[config.mk]
export PLATFORM = sky130hd
export DESIGN_NAME = pixel_to_occupancy_cell
export DESIGN_NICKNAME = d
export VERILOG_FILES = /design/src/hw/rtl/p2oc_pkg.sv /design/src/hw/rtl/p2oc_cfg.sv /design/src/hw/rtl/p2oc_front.sv /design/src/hw/rtl/p2oc_class.sv /design/src/hw/rtl/p2oc_div.sv /design/src/hw/rtl/pixel_to_occupancy_cell.sv
export SDC_FILE = /design/constraint.sdc
export NUM_CORES = 2
export LEC_CHECK = 0
export ABC_AREA = 1
export BUFFER_PORTS_ARGS = -buffer_cell sky130_fd_sc_hd__buf_2
export CAP_MARGIN = 20
export CORE_MARGIN = 1
export CORE_UTILIZATION = 58
export CTS_BUF_LIST = sky130_fd_sc_hd__clkbuf_2 sky130_fd_sc_hd__clkbuf_4 sky130_fd_sc_hd__clkbuf_8
export DETAILED_ROUTE_END_ITERATION = 16
export PLACE_DENSITY = 0.71
export SLEW_MARGIN = 20
export SYNTH_ARGS = -nofsm -noshare
export SYNTH_HDL_FRONTEND = slang
export SYNTH_SLANG_ARGS = --single-unit
[constraint.sdc]
create_clock -name clk -period 20.4 [get_ports clk]
set_clock_uncertainty 0.2 [all_clocks]
set_input_delay 1.02 -clock clk [delete_from_list [all_inputs] [get_ports clk]]
set_output_delay 1.02 -clock clk [all_outputs]
set_load 0.01 [all_outputs]
[src/hw/rtl/p2oc_pkg.sv]
// ---------------------------------------------------------------------------
// p2oc_pkg
// Types, register codes and constants shared by the pixel to occupancy
// cell pipeline.
// ---------------------------------------------------------------------------
`default_nettype none

package p2oc_pkg;

  localparam int MaxDimDefault = 4096;

  // field widths
  localparam int ChanW = 8;
  localparam int ColW  = 12;
  localparam int DimW  = 13;
  localparam int ThrW  = 16;
  localparam int SumW  = 10;   // up to 4 * 255
  localparam int OccW  = 26;   // up to 1020 * 2^16
  localparam int NumW  = 33;   // up to 99 * 2^26
  localparam int QuoW  = 7;    // quotient never exceeds 99
  localparam int IdxW  = 24;
  localparam int ValW  = 8;

  typedef enum logic [1:0] {
    MODE_TRINARY = 2'd0,
    MODE_SCALE   = 2'd1,
    MODE_RAW     = 2'd2
  } mode_t;

  typedef enum logic [2:0] {
    REG_MODE     = 3'd0,
    REG_NEGATE   = 3'd1,
    REG_OCC_THR  = 3'd2,
    REG_FREE_THR = 3'd3,
    REG_CHANS    = 3'd4,
    REG_ALPHA    = 3'd5,
    REG_WIDTH    = 3'd6,
    REG_HEIGHT   = 3'd7
  } reg_idx_t;

  localparam logic [1:0]      ModeReset    = 2'd0;
  localparam logic [ThrW-1:0] OccThrReset  = 16'd42598;
  localparam logic [ThrW-1:0] FreeThrReset = 16'd12845;
  localparam logic [2:0]      ChansReset   = 3'd1;
  localparam logic [DimW-1:0] DimReset     = 13'd1;

  localparam logic [ValW-1:0] CellOccupied = 8'd100;
  localparam logic [ValW-1:0] CellFree     = 8'd0;
  localparam logic [ValW-1:0] CellUnknown  = 8'd255;
  localparam logic [ValW-1:0] ScaleTop     = 8'd99;

  typedef struct packed {
    logic [1:0]      mode;
    logic            negate;
    logic [ThrW-1:0] occ_thr;
    logic [ThrW-1:0] free_thr;
    logic [2:0]      chans;
    logic            alpha;
    logic [DimW-1:0] width;
    logic [DimW-1:0] height;
  } cfg_t;

  // front end -> classifier
  typedef struct packed {
    logic [OccW-1:0] occ;
    logic [OccW-1:0] hi;
    logic [OccW-1:0] lo;
    logic [ValW-1:0] raw;
    mode_t           mode;
    logic            alpha_zero;
    logic [IdxW-1:0] prod;
    logic [ColW-1:0] col;
  } front_t;

  // classifier -> divider
  typedef struct packed {
    logic [ValW-1:0] value;
    logic            need_div;
    logic [NumW-1:0] num;
    logic [OccW-1:0] span;
    logic [IdxW-1:0] idx;
  } class_t;

endpackage

`default_nettype wire

[src/hw/rtl/p2oc_cfg.sv]
// ---------------------------------------------------------------------------
// p2oc_cfg
// APB register file holding the mode, negate, thresholds, channel count, alpha and image geometry.
// ---------------------------------------------------------------------------
`default_nettype none

module p2oc_cfg (
  input  wire logic              clk,
  input  wire logic              rst,
  input  wire logic              psel,
  input  wire logic              penable,
  input  wire logic              pwrite,
  input  wire logic [4:0]        paddr,
  input  wire logic [31:0]       pwdata,
  output logic      [31:0]       prdata,
  output logic                   pready,
  output p2oc_pkg::cfg_t         cfg
);

  p2oc_pkg::reg_idx_t idx;

  assign idx    = p2oc_pkg::reg_idx_t'(paddr[4:2]);
  assign pready = 1'b1;

  always_ff @(posedge clk) begin
    if (rst) begin
      cfg.mode     <= p2oc_pkg::ModeReset;
      cfg.negate   <= 1'b0;
      cfg.occ_thr  <= p2oc_pkg::OccThrReset;
      cfg.free_thr <= p2oc_pkg::FreeThrReset;
      cfg.chans    <= p2oc_pkg::ChansReset;
      cfg.alpha    <= 1'b0;
      cfg.width    <= p2oc_pkg::DimReset;
      cfg.height   <= p2oc_pkg::DimReset;
    end else if (psel && penable && pwrite) begin
      case (idx)
        p2oc_pkg::REG_MODE:     cfg.mode     <= pwdata[1:0];
        p2oc_pkg::REG_NEGATE:   cfg.negate   <= pwdata[0];
        p2oc_pkg::REG_OCC_THR:  cfg.occ_thr  <= pwdata[15:0];
        p2oc_pkg::REG_FREE_THR: cfg.free_thr <= pwdata[15:0];
        p2oc_pkg::REG_CHANS:    cfg.chans    <= pwdata[2:0];
        p2oc_pkg::REG_ALPHA:    cfg.alpha    <= pwdata[0];
        p2oc_pkg::REG_WIDTH:    cfg.width    <= pwdata[12:0];
        p2oc_pkg::REG_HEIGHT:   cfg.height   <= pwdata[12:0];
        default: ;
      endcase
    end
  end

  always_comb begin
    prdata = '0;
    case (idx)
      p2oc_pkg::REG_MODE:     prdata = 32'(cfg.mode);
      p2oc_pkg::REG_NEGATE:   prdata = 32'(cfg.negate);
      p2oc_pkg::REG_OCC_THR:  prdata = 32'(cfg.occ_thr);
      p2oc_pkg::REG_FREE_THR: prdata = 32'(cfg.free_thr);
      p2oc_pkg::REG_CHANS:    prdata = 32'(cfg.chans);
      p2oc_pkg::REG_ALPHA:    prdata = 32'(cfg.alpha);
      p2oc_pkg::REG_WIDTH:    prdata = 32'(cfg.width);
      p2oc_pkg::REG_HEIGHT:   prdata = 32'(cfg.height);
      default:                prdata = '0;
    endcase
  end

endmodule

`default_nettype wire

[src/hw/rtl/p2oc_front.sv]
// ---------------------------------------------------------------------------
// p2oc_front
// Two stages: channel sum and flipped row, then occupancy and threshold
// products, raw average and the row product of the cell index.
// ---------------------------------------------------------------------------
`default_nettype none

module p2oc_front #(
  parameter int MAX_DIM = p2oc_pkg::MaxDimDefault
) (
  input  wire logic                          clk,
  input  wire logic                          rst,
  input  wire p2oc_pkg::cfg_t                cfg,
  input  wire logic                          in_valid,
  output logic                               in_stall,
  input  wire logic [p2oc_pkg::ChanW-1:0]    chan0,
  input  wire logic [p2oc_pkg::ChanW-1:0]    chan1,
  input  wire logic [p2oc_pkg::ChanW-1:0]    chan2,
  input  wire logic [p2oc_pkg::ChanW-1:0]    chan3,
  input  wire logic [p2oc_pkg::ColW-1:0]     pixel_col,
  input  wire logic [p2oc_pkg::ColW-1:0]     pixel_row,
  output logic                               out_valid,
  input  wire logic                          out_stall,
  output p2oc_pkg::front_t                   out_data
);

  localparam logic [p2oc_pkg::DimW-1:0] DimCap =
    (MAX_DIM > 8191) ? 13'h1FFF : 13'(MAX_DIM);

  typedef struct packed {
    logic [p2oc_pkg::SumW-1:0] t;
    logic [2:0]                a;
    p2oc_pkg::mode_t           mode;
    logic                      alpha_zero;
    logic [p2oc_pkg::IdxW-1:0] hrow;
    logic [p2oc_pkg::DimW-1:0] w;
    logic [p2oc_pkg::ColW-1:0] col;
  } front_s1_t;

  logic [1:0]                 v;
  logic [1:0]                 rdy;
  front_s1_t                  s1, s1_next;
  p2oc_pkg::front_t           s2_next;

  logic [3:0][p2oc_pkg::ChanW-1:0] bytes;
  logic [2:0]                 n;
  logic [2:0]                 a;
  p2oc_pkg::mode_t            mode_eff;
  logic [p2oc_pkg::SumW-1:0]  sum;
  logic [p2oc_pkg::SumW-1:0]  den1;
  logic [p2oc_pkg::SumW-1:0]  den2;
  logic [p2oc_pkg::SumW-1:0]  u;
  logic [p2oc_pkg::DimW-1:0]  w_c;
  logic [p2oc_pkg::DimW-1:0]  h_c;
  logic [19:0]                third;
  logic [36:0]                row_prod;

  // per-stage ready: a stage loads when empty or when its successor moves
  assign rdy[1]    = !v[1] || !out_stall;
  assign rdy[0]    = !v[0] || rdy[1];
  assign in_stall  = !rdy[0];
  assign out_valid = v[1];

  assign bytes = {chan3, chan2, chan1, chan0};

  // stage 1: channel sum, optional negation, flipped row
  always_comb begin
    n = cfg.chans;
    if (n == 3'd0) begin
      n = 3'd1;
    end else if (n > 3'd4) begin
      n = 3'd4;
    end
    case (cfg.mode)
      p2oc_pkg::MODE_SCALE: mode_eff = p2oc_pkg::MODE_SCALE;
      p2oc_pkg::MODE_RAW:   mode_eff = p2oc_pkg::MODE_RAW;
      default:              mode_eff = p2oc_pkg::MODE_TRINARY;
    endcase
    a = (mode_eff != p2oc_pkg::MODE_TRINARY && cfg.alpha && n > 3'd1) ? n - 3'd1 : n;
    sum = '0;
    for (int k = 0; k < 4; k++) begin
      if (3'(k) < a) begin
        sum = sum + p2oc_pkg::SumW'(bytes[k]);
      end
    end
    den1 = p2oc_pkg::SumW'(11'({a, 8'd0}) - 11'(a));
    w_c  = (cfg.width  > DimCap) ? DimCap : cfg.width;
    h_c  = (cfg.height > DimCap) ? DimCap : cfg.height;

    s1_next.t    = cfg.negate ? den1 - sum : sum;
    s1_next.a    = a;
    s1_next.mode = mode_eff;
    case (n)
      3'd2:    s1_next.alpha_zero = (chan1 == '0);
      3'd3:    s1_next.alpha_zero = (chan2 == '0);
      3'd4:    s1_next.alpha_zero = (chan3 == '0);
      default: s1_next.alpha_zero = 1'b0;
    endcase
    s1_next.hrow = p2oc_pkg::IdxW'(h_c) - 24'd1 - p2oc_pkg::IdxW'(pixel_row);
    s1_next.w    = w_c;
    s1_next.col  = pixel_col;
  end

  // stage 2: occupancy numerator, threshold products, raw average, row product
  always_comb begin
    den2  = p2oc_pkg::SumW'(11'({s1.a, 8'd0}) - 11'(s1.a));
    u     = den2 - s1.t;
    third = 20'(s1.t) * 20'd683;   // floor(t/3) for t up to 1020
    row_prod = 37'(s1.w) * 37'(s1.hrow);

    s2_next.occ = {u, 16'd0};
    s2_next.hi  = p2oc_pkg::OccW'(cfg.occ_thr)  * p2oc_pkg::OccW'(den2);
    s2_next.lo  = p2oc_pkg::OccW'(cfg.free_thr) * p2oc_pkg::OccW'(den2);
    case (s1.a)
      3'd1:    s2_next.raw = s1.t[7:0];
      3'd2:    s2_next.raw = s1.t[8:1];
      3'd3:    s2_next.raw = third[18:11];
      default: s2_next.raw = s1.t[9:2];
    endcase
    s2_next.mode       = s1.mode;
    s2_next.alpha_zero = s1.alpha_zero;
    s2_next.prod       = row_prod[p2oc_pkg::IdxW-1:0];
    s2_next.col        = s1.col;
  end

  always_ff @(posedge clk) begin
    if (rst) begin
      v <= '0;
    end else begin
      if (rdy[0]) v[0] <= in_valid;
      if (rdy[1]) v[1] <= v[0];
    end
  end

  always_ff @(posedge clk) begin
    if (rdy[0]) s1       <= s1_next;
    if (rdy[1]) out_data <= s2_next;
  end

endmodule

`default_nettype wire

[src/hw/rtl/p2oc_class.sv]
// ---------------------------------------------------------------------------
// p2oc_class
// Two stages: threshold compares and cell decision, then the scaled
// numerator 99 * (occ - lo) for the divider.
// ---------------------------------------------------------------------------
`default_nettype none

module p2oc_class (
  input  wire logic         clk,
  input  wire logic         rst,
  input  wire logic         in_valid,
  output logic              in_stall,
  input  wire p2oc_pkg::front_t in_data,
  output logic              out_valid,
  input  wire logic         out_stall,
  output p2oc_pkg::class_t  out_data
);

  typedef struct packed {
    logic [p2oc_pkg::ValW-1:0] value;
    logic                      need_div;
    logic [p2oc_pkg::OccW-1:0] diff;
    logic [p2oc_pkg::OccW-1:0] span;
    logic [p2oc_pkg::IdxW-1:0] idx;
  } class_s1_t;

  logic [1:0]       v;
  logic [1:0]       rdy;
  class_s1_t        s1, s1_next;
  p2oc_pkg::class_t s2_next;

  assign rdy[1]    = !v[1] || !out_stall;
  assign rdy[0]    = !v[0] || rdy[1];
  assign in_stall  = !rdy[0];
  assign out_valid = v[1];

  always_comb begin
    s1_next.need_div = 1'b0;
    s1_next.diff     = in_data.occ - in_data.lo;
    s1_next.span     = in_data.hi - in_data.lo;
    s1_next.idx      = in_data.prod + p2oc_pkg::IdxW'(in_data.col);
    if (in_data.mode == p2oc_pkg::MODE_RAW) begin
      s1_next.value = in_data.raw;
    end else if (in_data.occ > in_data.hi) begin
      s1_next.value = p2oc_pkg::CellOccupied;
    end else if (in_data.occ < in_data.lo) begin
      s1_next.value = p2oc_pkg::CellFree;
    end else if (in_data.mode == p2oc_pkg::MODE_TRINARY || in_data.alpha_zero) begin
      s1_next.value = p2oc_pkg::CellUnknown;
    end else if (in_data.hi <= in_data.lo) begin
      // empty threshold band
      s1_next.value = p2oc_pkg::CellFree;
    end else begin
      s1_next.value    = p2oc_pkg::CellFree;
      s1_next.need_div = 1'b1;
    end
  end

  always_comb begin
    s2_next.value    = s1.value;
    s2_next.need_div = s1.need_div;
    s2_next.num      = p2oc_pkg::NumW'(s1.diff) * p2oc_pkg::NumW'(p2oc_pkg::ScaleTop);
    s2_next.span     = s1.span;
    s2_next.idx      = s1.idx;
  end

  always_ff @(posedge clk) begin
    if (rst) begin
      v <= '0;
    end else begin
      if (rdy[0]) v[0] <= in_valid;
      if (rdy[1]) v[1] <= v[0];
    end
  end

  always_ff @(posedge clk) begin
    if (rdy[0]) s1       <= s1_next;
    if (rdy[1]) out_data <= s2_next;
  end

  a_band_order: assert property (@(posedge clk) disable iff (rst)
    v[0] && s1.need_div |-> s1.diff <= s1.span)
    else $error("scale request with numerator above threshold span");

endmodule

`default_nettype wire

[src/hw/rtl/p2oc_div.sv]
// ---------------------------------------------------------------------------
// p2oc_div
// Pipelined restoring divider, one quotient bit per stage. The last stage
// picks the quotient or the value decided upstream and is the output
// register of the block.
// ---------------------------------------------------------------------------
`default_nettype none

module p2oc_div (
  input  wire logic                        clk,
  input  wire logic                        rst,
  input  wire logic                        in_valid,
  output logic                             in_stall,
  input  wire p2oc_pkg::class_t            in_data,
  output logic                             out_valid,
  input  wire logic                        out_stall,
  output logic [p2oc_pkg::ValW-1:0]        value,
  output logic [p2oc_pkg::IdxW-1:0]        idx
);

  localparam int NS = p2oc_pkg::QuoW;

  typedef struct packed {
    logic [p2oc_pkg::NumW-1:0] rem;
    logic [p2oc_pkg::QuoW-1:0] q;
    logic [p2oc_pkg::OccW-1:0] span;
    logic                      need_div;
    logic [p2oc_pkg::ValW-1:0] value;
    logic [p2oc_pkg::IdxW-1:0] idx;
  } div_stage_t;

  logic [NS-1:0] v;
  logic [NS-1:0] rdy;
  div_stage_t    st      [NS];
  div_stage_t    st_next [NS];
  div_stage_t    head;

  always_comb begin
    rdy[NS-1] = !v[NS-1] || !out_stall;
    for (int k = NS - 2; k >= 0; k--) begin
      rdy[k] = !v[k] || rdy[k+1];
    end
  end

  assign in_stall  = !rdy[0];
  assign out_valid = v[NS-1];
  assign value     = st[NS-1].value;
  assign idx       = st[NS-1].idx;

  always_comb begin
    head.rem      = in_data.num;
    head.q        = '0;
    head.span     = in_data.span;
    head.need_div = in_data.need_div;
    head.value    = in_data.value;
    head.idx      = in_data.idx;
  end

  for (genvar k = 0; k < NS; k++) begin : g_stage
    div_stage_t                prev;
    logic [p2oc_pkg::NumW-1:0] sub;
    logic                      take;

    if (k == 0) begin : g_first
      assign prev = head;
    end else begin : g_rest
      assign prev = st[k-1];
    end

    always_comb begin
      sub  = p2oc_pkg::NumW'(prev.span) << (NS - 1 - k);
      take = prev.rem >= sub;
      st_next[k]      = prev;
      st_next[k].rem  = take ? prev.rem - sub : prev.rem;
      st_next[k].q    = prev.q | (p2oc_pkg::QuoW'(take) << (NS - 1 - k));
      if (k == NS - 1 && prev.need_div) begin
        st_next[k].value = p2oc_pkg::ValW'(st_next[k].q);
      end
    end

    always_ff @(posedge clk) begin
      if (rst) begin
        v[k] <= 1'b0;
      end else if (rdy[k]) begin
        v[k] <= (k == 0) ? in_valid : v[(k == 0) ? 0 : k - 1];
      end
    end

    always_ff @(posedge clk) begin
      if (rdy[k]) st[k] <= st_next[k];
    end
  end

  a_rem_bound: assert property (@(posedge clk) disable iff (rst)
    v[NS-1] && st[NS-1].need_div |-> st[NS-1].rem < p2oc_pkg::NumW'(st[NS-1].span))
    else $error("divider remainder not below divisor");

  a_scale_range: assert property (@(posedge clk) disable iff (rst)
    v[NS-1] && st[NS-1].need_div |-> st[NS-1].value <= p2oc_pkg::ScaleTop)
    else $error("scaled cell value above 99");

endmodule

`default_nettype wire

[src/hw/rtl/pixel_to_occupancy_cell.sv]
// ---------------------------------------------------------------------------
// pixel_to_occupancy_cell
// Converts one image pixel into an occupancy grid cell value and its index
// in a vertically flipped grid.
// ---------------------------------------------------------------------------
//  channel  valid        stall        payload
//  pixel    pixel_valid  pixel_stall  chan0..chan3, pixel_col, pixel_row
//  cell     cell_valid   cell_stall   cell_value, cell_index
//  config   psel/penable pready (=1)  paddr, pwdata, prdata (APB)
//
// One pixel per clock sustained while cell_stall is low. The pipeline has two front-end
// stages, two classification stages and seven divider stages, one quotient bit each.
// Every stage has its own valid bit and loads when empty or when its
// successor moves, so bubbles close up under a stalled output.
// Synchronous reset restores register defaults and empties the pipeline.
// ---------------------------------------------------------------------------
`default_nettype none

module pixel_to_occupancy_cell #(
  parameter int MAX_DIM = p2oc_pkg::MaxDimDefault
) (
  input  wire logic        clk,
  input  wire logic        rst,
  input  wire logic        psel,
  input  wire logic        penable,
  input  wire logic        pwrite,
  input  wire logic [4:0]  paddr,
  input  wire logic [31:0] pwdata,
  output logic      [31:0] prdata,
  output logic             pready,
  input  wire logic        pixel_valid,
  output logic             pixel_stall,
  input  wire logic [7:0]  chan0,
  input  wire logic [7:0]  chan1,
  input  wire logic [7:0]  chan2,
  input  wire logic [7:0]  chan3,
  input  wire logic [11:0] pixel_col,
  input  wire logic [11:0] pixel_row,
  output logic             cell_valid,
  input  wire logic        cell_stall,
  output logic [7:0]       cell_value,
  output logic [23:0]      cell_index
);

  p2oc_pkg::cfg_t   cfg;
  p2oc_pkg::front_t front_data;
  p2oc_pkg::class_t class_data;
  logic             front_valid, front_stall;
  logic             class_valid, class_stall;

  p2oc_cfg u_cfg (
    .clk     (clk),
    .rst     (rst),
    .psel    (psel),
    .penable (penable),
    .pwrite  (pwrite),
    .paddr   (paddr),
    .pwdata  (pwdata),
    .prdata  (prdata),
    .pready  (pready),
    .cfg     (cfg)
  );

  p2oc_front #(
    .MAX_DIM (MAX_DIM)
  ) u_front (
    .clk       (clk),
    .rst       (rst),
    .cfg       (cfg),
    .in_valid  (pixel_valid),
    .in_stall  (pixel_stall),
    .chan0     (chan0),
    .chan1     (chan1),
    .chan2     (chan2),
    .chan3     (chan3),
    .pixel_col (pixel_col),
    .pixel_row (pixel_row),
    .out_valid (front_valid),
    .out_stall (front_stall),
    .out_data  (front_data)
  );

  p2oc_class u_class (
    .clk       (clk),
    .rst       (rst),
    .in_valid  (front_valid),
    .in_stall  (front_stall),
    .in_data   (front_data),
    .out_valid (class_valid),
    .out_stall (class_stall),
    .out_data  (class_data)
  );

  p2oc_div u_div (
    .clk       (clk),
    .rst       (rst),
    .in_valid  (class_valid),
    .in_stall  (class_stall),
    .in_data   (class_data),
    .out_valid (cell_valid),
    .out_stall (cell_stall),
    .value     (cell_value),
    .idx       (cell_index)
  );

  a_reset_empty: assert property (@(posedge clk) rst |=> !cell_valid)
    else $error("cell request present right after reset");

endmodule

`default_nettype wire
Yosys cells after proc, flatten, opt, wreduce, memory -nomap -nowiden --
Memory sizes are Yosys's and may differ from the RTL's. Index checks and enable logic that the tools add are counted. W data, S select, Z words.
Operators by class: muxes and demuxes 40, reduce and logical (&&, ||, !) cells 45, bitwise gates (word level) 6, $lt $le $gt $ge 18, add/sub/neg operators 20, equality and inequality tests 16, multipliers 5
Operators with widths (number):
- $pmux W32 S8 | 1
- $mux W33 | 7
- $mul A16 B10 Y26 | 2
- $sub A26 B26 Y26 | 2
- $mux W8 | 6
- $mux W10 | 4
- $ge A33 B26 Y1 | 1
- $ge A33 B27 Y1 | 1
- $ge A33 B28 Y1 | 1
- $ge A33 B29 Y1 | 1
- $ge A33 B30 Y1 | 1
- $ge A33 B31 Y1 | 1
- $ge A33 B32 Y1 | 1
- $mul A26 B7 Y33 const B | 1
- $sub A33 B26 Y33 | 1
- $sub A33 B27 Y33 | 1
- $sub A33 B28 Y33 | 1
- $sub A33 B29 Y33 | 1
- $sub A33 B30 Y33 | 1
- $sub A33 B31 Y33 | 1
- $sub A33 B32 Y33 | 1
- $gt A13 B13 Y1 const B | 2
- $gt A26 B26 Y1 | 1
- $le A26 B26 Y1 | 1
- other kinds (41) | 109
Storage, ports and cells: register bits 427, RAM bits 693, memories 1
Memories:
- u_div.st | depth 7, width 99, rd ports 7, clocked after memory_dff 0, wr ports 7, RTL line p2oc_div.sv:34 | div_stage_t st [NS];

Depth between registers and ports, before layout --
word-level depth 16, gate-level depth with buffers 48, gate-level depth less buffers 47

Cells and area by module --
A second synthesis with hierarchy kept.
Second synthesis, totals: cell total of the unflattened synthesis 9146, area, all modules 78119.9 um^2
Modules (own cells, without submodules):
- p2oc_div | instances 1, cells an instance 4175, area each 34922.2 um^2
- p2oc_front | instances 1, cells an instance 2929, area each 26002.4 um^2
- p2oc_class | instances 1, cells an instance 1621, area each 14106.0 um^2
- p2oc_cfg | instances 1, cells an instance 421, area each 3089.2 um^2

Worst setup path after synthesis --
No wires, ideal clock.
path type input to register, start input cell_stall, end register u_front.s1[0] (netlist name), enable pin, arrival 17385 ps, buffers on the path 0, stages 21, required time 19781 ps, slack 2396 ps, cells stage by stage nand2_1 nor2_1 inv_1 nor2_1 inv_2 nor2_1 inv_2 nor2_2 inv_2 nor2_1 inv_2 nor2_1 inv_1 nor2_1 inv_1 nor2_1 inv_1 nor2_1 inv_2 nor2_2 inv_1
Between the ends: longest elaborated chain between the ends 12
RTL lines:
- from (decl) | RTL line pixel_to_occupancy_cell.sv:40 | input wire logic cell_stall,
- $logic_not A1 Y1 | RTL line p2oc_div.sv:39 | rdy[NS-1] = !v[NS-1] || !out_stall;
- $logic_or A1 B1 Y1 | RTL line p2oc_div.sv:39
- $logic_or A1 B1 Y1 | RTL line p2oc_div.sv:41 | rdy[k] = !v[k] || rdy[k+1];
- via u_div.rdy[5] | RTL line p2oc_div.sv:33 | logic [NS-1:0] rdy;
- $logic_or A1 B1 Y1 | RTL line p2oc_div.sv:41
- via u_div.rdy[4] | RTL line p2oc_div.sv:33
- $logic_or A1 B1 Y1 | RTL line p2oc_div.sv:41
- via u_div.rdy[3] | RTL line p2oc_div.sv:33
- [... 1 more ...]
- via u_div.rdy[2] | RTL line p2oc_div.sv:33
- [... 1 more ...]
- via u_div.rdy[1] | RTL line p2oc_div.sv:33
- [... 1 more ...]
- via u_div.rdy[0] | RTL line p2oc_div.sv:33
- $logic_or A1 B1 Y1 | RTL line p2oc_class.sv:32 | assign rdy[1] = !v[1] || !out_stall;
- via u_class.rdy[1] | RTL line p2oc_class.sv:28 | logic [1:0] rdy;
- $logic_or A1 B1 Y1 | RTL line p2oc_class.sv:33 | assign rdy[0] = !v[0] || rdy[1];
- via u_class.rdy[0] | RTL line p2oc_class.sv:28
- $logic_or A1 B1 Y1 | RTL line p2oc_front.sv:59 | assign rdy[1] = !v[1] || !out_stall;
- via u_front.rdy[1] | RTL line p2oc_front.sv:41 | logic [1:0] rdy;
- $logic_or A1 B1 Y1 | RTL line p2oc_front.sv:60 | assign rdy[0] = !v[0] || rdy[1];
- to (signal assigned) | RTL line p2oc_front.sv:136 | if (rdy[0]) s1 <= s1_next;
- to (decl) | RTL line p2oc_front.sv:42 | front_s1_t s1, s1_next;
The timed path passes the listed nets, and every way through them passes these cells. A chain may end at the register's enable or synchronous reset.

Worst setup path in the final report --
start register u_div.v[6], in the netlist u_div.out_valid, end output pixel_stall
Between the ends: longest elaborated chain between the ends 13
RTL lines:
- from (decl) | RTL line p2oc_div.sv:32 | logic [NS-1:0] v;
- from (signal, indexed assignment) | RTL line p2oc_div.sv:85 | v[k] <= (k == 0) ? in_valid : v[(k == 0) ? 0 : k - 1];
- $logic_not A1 Y1 | RTL line p2oc_div.sv:39
- $logic_or A1 B1 Y1 | RTL line p2oc_div.sv:39
- via u_div.rdy[6] | RTL line p2oc_div.sv:33
- $logic_or A1 B1 Y1 | RTL line p2oc_div.sv:41
- via u_div.rdy[5] | RTL line p2oc_div.sv:33
- $logic_or A1 B1 Y1 | RTL line p2oc_div.sv:41
- via u_div.rdy[4] | RTL line p2oc_div.sv:33
- $logic_or A1 B1 Y1 | RTL line p2oc_div.sv:41
- via u_div.rdy[3] | RTL line p2oc_div.sv:33
- [... 1 more ...]
- via u_div.rdy[2] | RTL line p2oc_div.sv:33
- [... 1 more ...]
- via u_div.rdy[1] | RTL line p2oc_div.sv:33
- [... 1 more ...]
- via u_div.rdy[0] | RTL line p2oc_div.sv:33
- $logic_or A1 B1 Y1 | RTL line p2oc_class.sv:32
- via u_class.rdy[1] | RTL line p2oc_class.sv:28
- $logic_or A1 B1 Y1 | RTL line p2oc_class.sv:33
- via u_class.rdy[0] | RTL line p2oc_class.sv:28
- $logic_or A1 B1 Y1 | RTL line p2oc_front.sv:59
- via u_front.rdy[1] | RTL line p2oc_front.sv:41
- $logic_or A1 B1 Y1 | RTL line p2oc_front.sv:60
- $logic_not A1 Y1 | RTL line p2oc_front.sv:61 | assign in_stall = !rdy[0];
- to (decl) | RTL line pixel_to_occupancy_cell.sv:32 | output logic pixel_stall,
The timed path passes the listed nets, and every way through them passes these cells.

==> impl_results.html <==
<table>
<tr><th>Metric</th><th>Value</th></tr>
<tr><th colspan="2">STA</th></tr>
<tr><td>Final clock period utilization by the worst path</td><td>0.409</td></tr>
<tr><td>Final count of pins violating max slew</td><td>0</td></tr>
<tr><td>Setup repair after global routing missed its margin</td><td>false</td></tr>
<tr><td>Final hold slack</td><td>97.4 ps</td></tr>
<tr><td>Total Negative Setup Slacks</td><td>0 ps</td></tr>
<tr><td>FMAX</td><td>120 MHz</td></tr>
<tr><td>Hold violation count in the final report</td><td>0</td></tr>
<tr><td>Slew at the pin closest to its max-slew limit</td><td>1200 ps</td></tr>
<tr><td>Minimum period implied by the final worst setup slack</td><td>8340 ps</td></tr>
<tr><td>Worst rel slew slack</td><td>0.190</td></tr>
<tr><td>Setup Viol. Count Final</td><td>0</td></tr>
<tr><th colspan="2">Logic synthesis</th></tr>
<tr><td>Post-synth top area share</td><td>0.403</td></tr>
<tr><td>Area contributors post-synth</td><td>edfxtp_1 40%, fa_1 13%, ha_1 11%</td></tr>
<tr><td>Asr flop ratio synth</td><td>0</td></tr>
<tr><td>Syn Std Cell Area</td><td>71200 um2</td></tr>
<tr><td>Commonest register cell after synthesis</td><td>edfxtp_1</td></tr>
<tr><td>Post-synthesis sequential area ratio</td><td>0.425</td></tr>
<tr><td>Biggest area consumer among synthesized cells</td><td>edfxtp_1</td></tr>
<tr><td>Post-synthesis cell count</td><td>7103</td></tr>
<tr><td>Number of different library cells in the post-synthesis netlist</td><td>79</td></tr>
<tr><td>Yosys reg bits</td><td>1032</td></tr>
<tr><td>Number of flops mapped to enable cells by yosys</td><td>956</td></tr>
<tr><td>Mean area per synthesized cell</td><td>10.0 um2</td></tr>
<tr><td>Number of synthesis warnings</td><td>0</td></tr>
<tr><th colspan="2">Placement</th></tr>
<tr><td>HPWL reported at the end of detailed placement</td><td>120 mm</td></tr>
<tr><td>Placer congestion estimate</td><td>0.953</td></tr>
<tr><td>PortBufs</td><td>131</td></tr>
<tr><th colspan="2">Clocking</th></tr>
<tr><td>Total clock buffers created by CTS</td><td>169</td></tr>
<tr><td>Number of buffers inserted to repair setup after CTS</td><td>0</td></tr>
<tr><td>Buffer cell driving the clock tree root</td><td>clkbuf_8</td></tr>
<tr><td>Hold buffer count at CTS</td><td>0</td></tr>
<tr><td>CTS tree</td><td>yes</td></tr>
<tr><td>TritonCTS sink count</td><td>1032</td></tr>
<tr><td>CTS resizes</td><td>0</td></tr>
<tr><td>Number of buffers on the longest clock path</td><td>3</td></tr>
<tr><td>Source-to-sink clock delay at the later pin of the worst-skew pair</td><td>930 ps</td></tr>
<tr><td>Clock transition at the registers of the reported paths</td><td>70 ps</td></tr>
<tr><td>H-tree Lvls</td><td>4</td></tr>
<tr><th colspan="2">Global routing</th></tr>
<tr><td>Initial antenna violation count</td><td>3</td></tr>
<tr><td>Sum of overflow across all layers after global routing</td><td>0</td></tr>
<tr><td>First-pass GRT wire length</td><td>244 mm</td></tr>
<tr><td>Number of global-route vias before repair</td><td>48600</td></tr>
<tr><td>Maximum number of pins on one net before global-route repair</td><td>76</td></tr>
<tr><td>Total routing resource utilization after global routing</td><td>0.247</td></tr>
<tr><th colspan="2">Critical path</th></tr>
<tr><td>Setup crit start kind</td><td>register</td></tr>
<tr><td>FF-to-FF End</td><td>u_front.out_data[96]$_DFFE_PP_</td></tr>
<tr><td>Depth of the critical timing path with buffers and inverters included</td><td>22</td></tr>
<tr><td>Critical Setup Path Class</td><td>register to output port</td></tr>
<tr><td>Start of the worst register-to-register path</td><td>u_front.s1[52]$_DFFE_PN_</td></tr>
<tr><td>Data arrival time of the critical path</td><td>7120 ps</td></tr>
<tr><td>Crit. End Element</td><td>output port</td></tr>
<tr><td>Dominant cell type by count on the critical path</td><td>nor2_1</td></tr>
<tr><td>Series of cell instances along the critical path</td><td>nand2_1, buf_4, nor2_1, inv_4, nor2_1, inv_4, nor2_1, inv_4, nor2_2, clkinv_2, nor2_1, clkinv_2, nor2_1, clkinv_2, nor2_1, clkinv_2, nor2_1, clkinv_2, nor2_1, inv_4, nor2_2, buf_2</td></tr>
<tr><td>Register-to-Register Setup Slack</td><td>12120 ps</td></tr>
<tr><td>Cell depth of the worst flop-to-flop path</td><td>25</td></tr>
<tr><td>CP delay by family, top</td><td>buffers and inverters</td></tr>
<tr><td>Cell with the biggest individual delay on the critical path</td><td>clkinv_2</td></tr>
<tr><td>Buf/Inv on CP</td><td>11</td></tr>
<tr><td>Launch point of the worst path</td><td>u_div.out_valid$_SDFFE_PP0P_</td></tr>
<tr><td>Delay of the slowest cell on the worst path</td><td>500 ps</td></tr>
<tr><td>Max FO, Critical Path</td><td>60</td></tr>
<tr><td>Worst setup endpoint</td><td>pixel_stall</td></tr>
<tr><td>Crit path required time</td><td>19180 ps</td></tr>
<tr><th colspan="2">Routing</th></tr>
<tr><td>Number of search-and-repair iterations in the first detailed-routing pass</td><td>10</td></tr>
<tr><td>Detailed router's first-iteration violation count</td><td>2539</td></tr>
<tr><td>Total number of vias</td><td>47800</td></tr>
<tr><td>Per-cell routed wire length</td><td>16.5 um</td></tr>
<tr><td>Wire length reported by the detailed router</td><td>150 mm</td></tr>
<tr><td>Total DRC errors in the routed layout</td><td>0</td></tr>
<tr><td>Antenna-violating nets left</td><td>0</td></tr>
<tr><td>Via count normalized by instance count</td><td>5.27</td></tr>
<tr><th colspan="2">Cells and area</th></tr>
<tr><td>Final design utilization</td><td>0.633</td></tr>
<tr><td>P&amp;R area growth vs syn</td><td>8.21%</td></tr>
<tr><td>Number of filler instances in the final layout</td><td>9892</td></tr>
<tr><td>Layout cell share with drive strength beyond 1</td><td>0.0783</td></tr>
<tr><td>Final net count</td><td>8496</td></tr>
<tr><th colspan="2">Power and ir drop</th></tr>
<tr><td>Comb power frac</td><td>0.560</td></tr>
<tr><td>Design Power</td><td>13.9 mW</td></tr>
<tr><td>Clock network fraction of total power</td><td>0.135</td></tr>
<tr><td>Sw Ratio</td><td>0.436</td></tr>
<tr><td>Power per Cell Area</td><td>181 nW/um2</td></tr>
<tr><td>VDD IR max</td><td>0.000257 V</td></tr>
<tr><td>Internal Pwr Total</td><td>7.86 mW</td></tr>
<tr><td>Sw Pwr</td><td>6.07 mW</td></tr>
<tr><td>Leakage Power</td><td>36.2 nW</td></tr>
<tr><td>Proportion of power drawn by flip-flops and latches</td><td>0.305</td></tr>
<tr><th colspan="2">Run status</th></tr>
<tr><td>Status</td><td>complete, no violations</td></tr>
<tr><th colspan="2">Floorplan</th></tr>
<tr><td>Count of standard-cell rows</td><td>128</td></tr>
<tr><td>Number of ports placed on the die boundary</td><td>167</td></tr>
<tr><td>Total core area</td><td>122000 um2</td></tr>
<tr><td>Chip height</td><td>352 um</td></tr>
<tr><td>X dimension of the die</td><td>352 um</td></tr>
<tr><td>Die footprint</td><td>124000 um2</td></tr>
<tr><td>Effective utilization at floorplan</td><td>0.585</td></tr>
<tr><th colspan="2">Min path</th></tr>
<tr><td>Cell depth of the worst hold path</td><td>1</td></tr>
<tr><td>Hold Crit Class</td><td>primary input to register</td></tr>
<tr><th colspan="2">Flow run</th></tr>
<tr><td>Max Cap Viol</td><td>0</td></tr>
</table>
## layout by cell type (no fill, tap or decap), drive strengths merged, types with 174 or more instances in the layout
| cell | synthesis | routed |
|---|---|---|
| xor2 | 213 | 213 |
| fa | 464 | 464 |
| xnor2 | 174 | 174 |
| nor2 | 396 | 396 |
| a21oi | 489 | 489 |
| ha | 626 | 626 |
| o21ai | 347 | 347 |
| inv | 1477 | 1484 |
| clkbuf | 95 | 233 |
| nand2 | 1205 | 1205 |
| edfxtp | 956 | 956 |
## flip-flops by register name, indices dropped and copies added, names as in the netlist, 2 cells and up
| register | flops |
|---|---|
| u_cfg.cfg | 65 |
| u_class.out_data | 92 |
| u_class.s1 | 85 |
| u_class.v | 2 |
| u_div.st | 605 |
| u_div.v | 6 |
| u_front.out_data | 109 |
| u_front.s1 | 65 |
| u_front.v | 2 |
## metrics by stage
stage	worst slack, ps	area [um2]	std cells
floorplan	2400	71200	7118
CTS	11770	77000	9067
global placement	12300	73400	8759
finish	12060	77000	9070
detailed placement	12020	73400	8759
global route	11030	77000	9070
## area by class of cell
cell class / count / area, um2 / share of cell area
diodes: 2 / 5.00 / 0.0000650
clock buffers: 233 / 2810 / 0.0364
clock inverters: 75 / 773 / 0.0100
inverters: 1480 / 5580 / 0.0724
multi-input cells: 4465 / 34700 / 0.451
flip-flops and latches: 1032 / 30200 / 0.392
well taps: 1625 / 2030 / 0.0264
repair buffers: 158 / 871 / 0.0113
## per-layer routing
| metal | vias up | wire (um) | part of all wire | global-route usage |
|---|---|---|---|---|
| met2 | 1116 | 74800 | 0.50 | 0.438 |
| met4 | 2 | 5530 | 0.037 | 0.0948 |
| met5 | - | 12 | 0.000080 | 0 |
| met1 | 22800 | 62300 | 0.42 | 0.303 |
| li1 | 23600 | - | - | - |
| met3 | 306 | 7190 | 0.048 | 0.0381 |
## synth_stat cells (93+ instances only)
| library cell | instances |
|---|---|
| a21oi_1 | 482 |
| clkbuf_1 | 93 |
| edfxtp_1 | 956 |
| fa_1 | 464 |
| ha_1 | 626 |
| inv_1 | 1465 |
| nand2_1 | 1186 |
| nand3_1 | 134 |
| nor2_1 | 387 |
| o21ai_0 | 273 |
| xnor2_1 | 174 |
| xor2_1 | 213 |
## power by group through the flow
stage	registers, mW	clock network [mW]	logic (mW)
floorplan	4.06	0	6.04
global route	4.33	2.03	8.88
finish	4.24	1.89	7.80
global placement	4.26	0	7.62
detailed placement	4.29	0	7.77
CTS	4.25	1.94	7.82
## worst min path at each step
stage                                        start                             end  slack [ps]
final                                 pixel_col[6]         u_front.s1[6]$_DFFE_PN_         100
after global routing                  pixel_col[6]         u_front.s1[6]$_DFFE_PN_          20
after CTS                             pixel_col[6]         u_front.s1[6]$_DFFE_PN_           2
after detailed placement   u_class.s1[3]$_DFFE_PP_   u_class.out_data[3]$_DFFE_PP_         200
after global placement    u_front.s1[50]$_DFFE_PN_  u_front.out_data[37]$_DFFE_PP_         200
after floorplan            u_class.s1[0]$_DFFE_PP_   u_class.out_data[0]$_DFFE_PP_         200
## kinds of logic after synthesis
group           after synthesis  synth area share
xor+xnor                    387            0.0476
buf+inv                    1621            0.0883
mux                           6          0.000949
simple gates               1895             0.110
flops                      1032             0.425
compound gates             1070            0.0877
other cells                   2          0.000106
fa+ha+maj                  1090             0.241
Power figures use the tool's default switching activity.
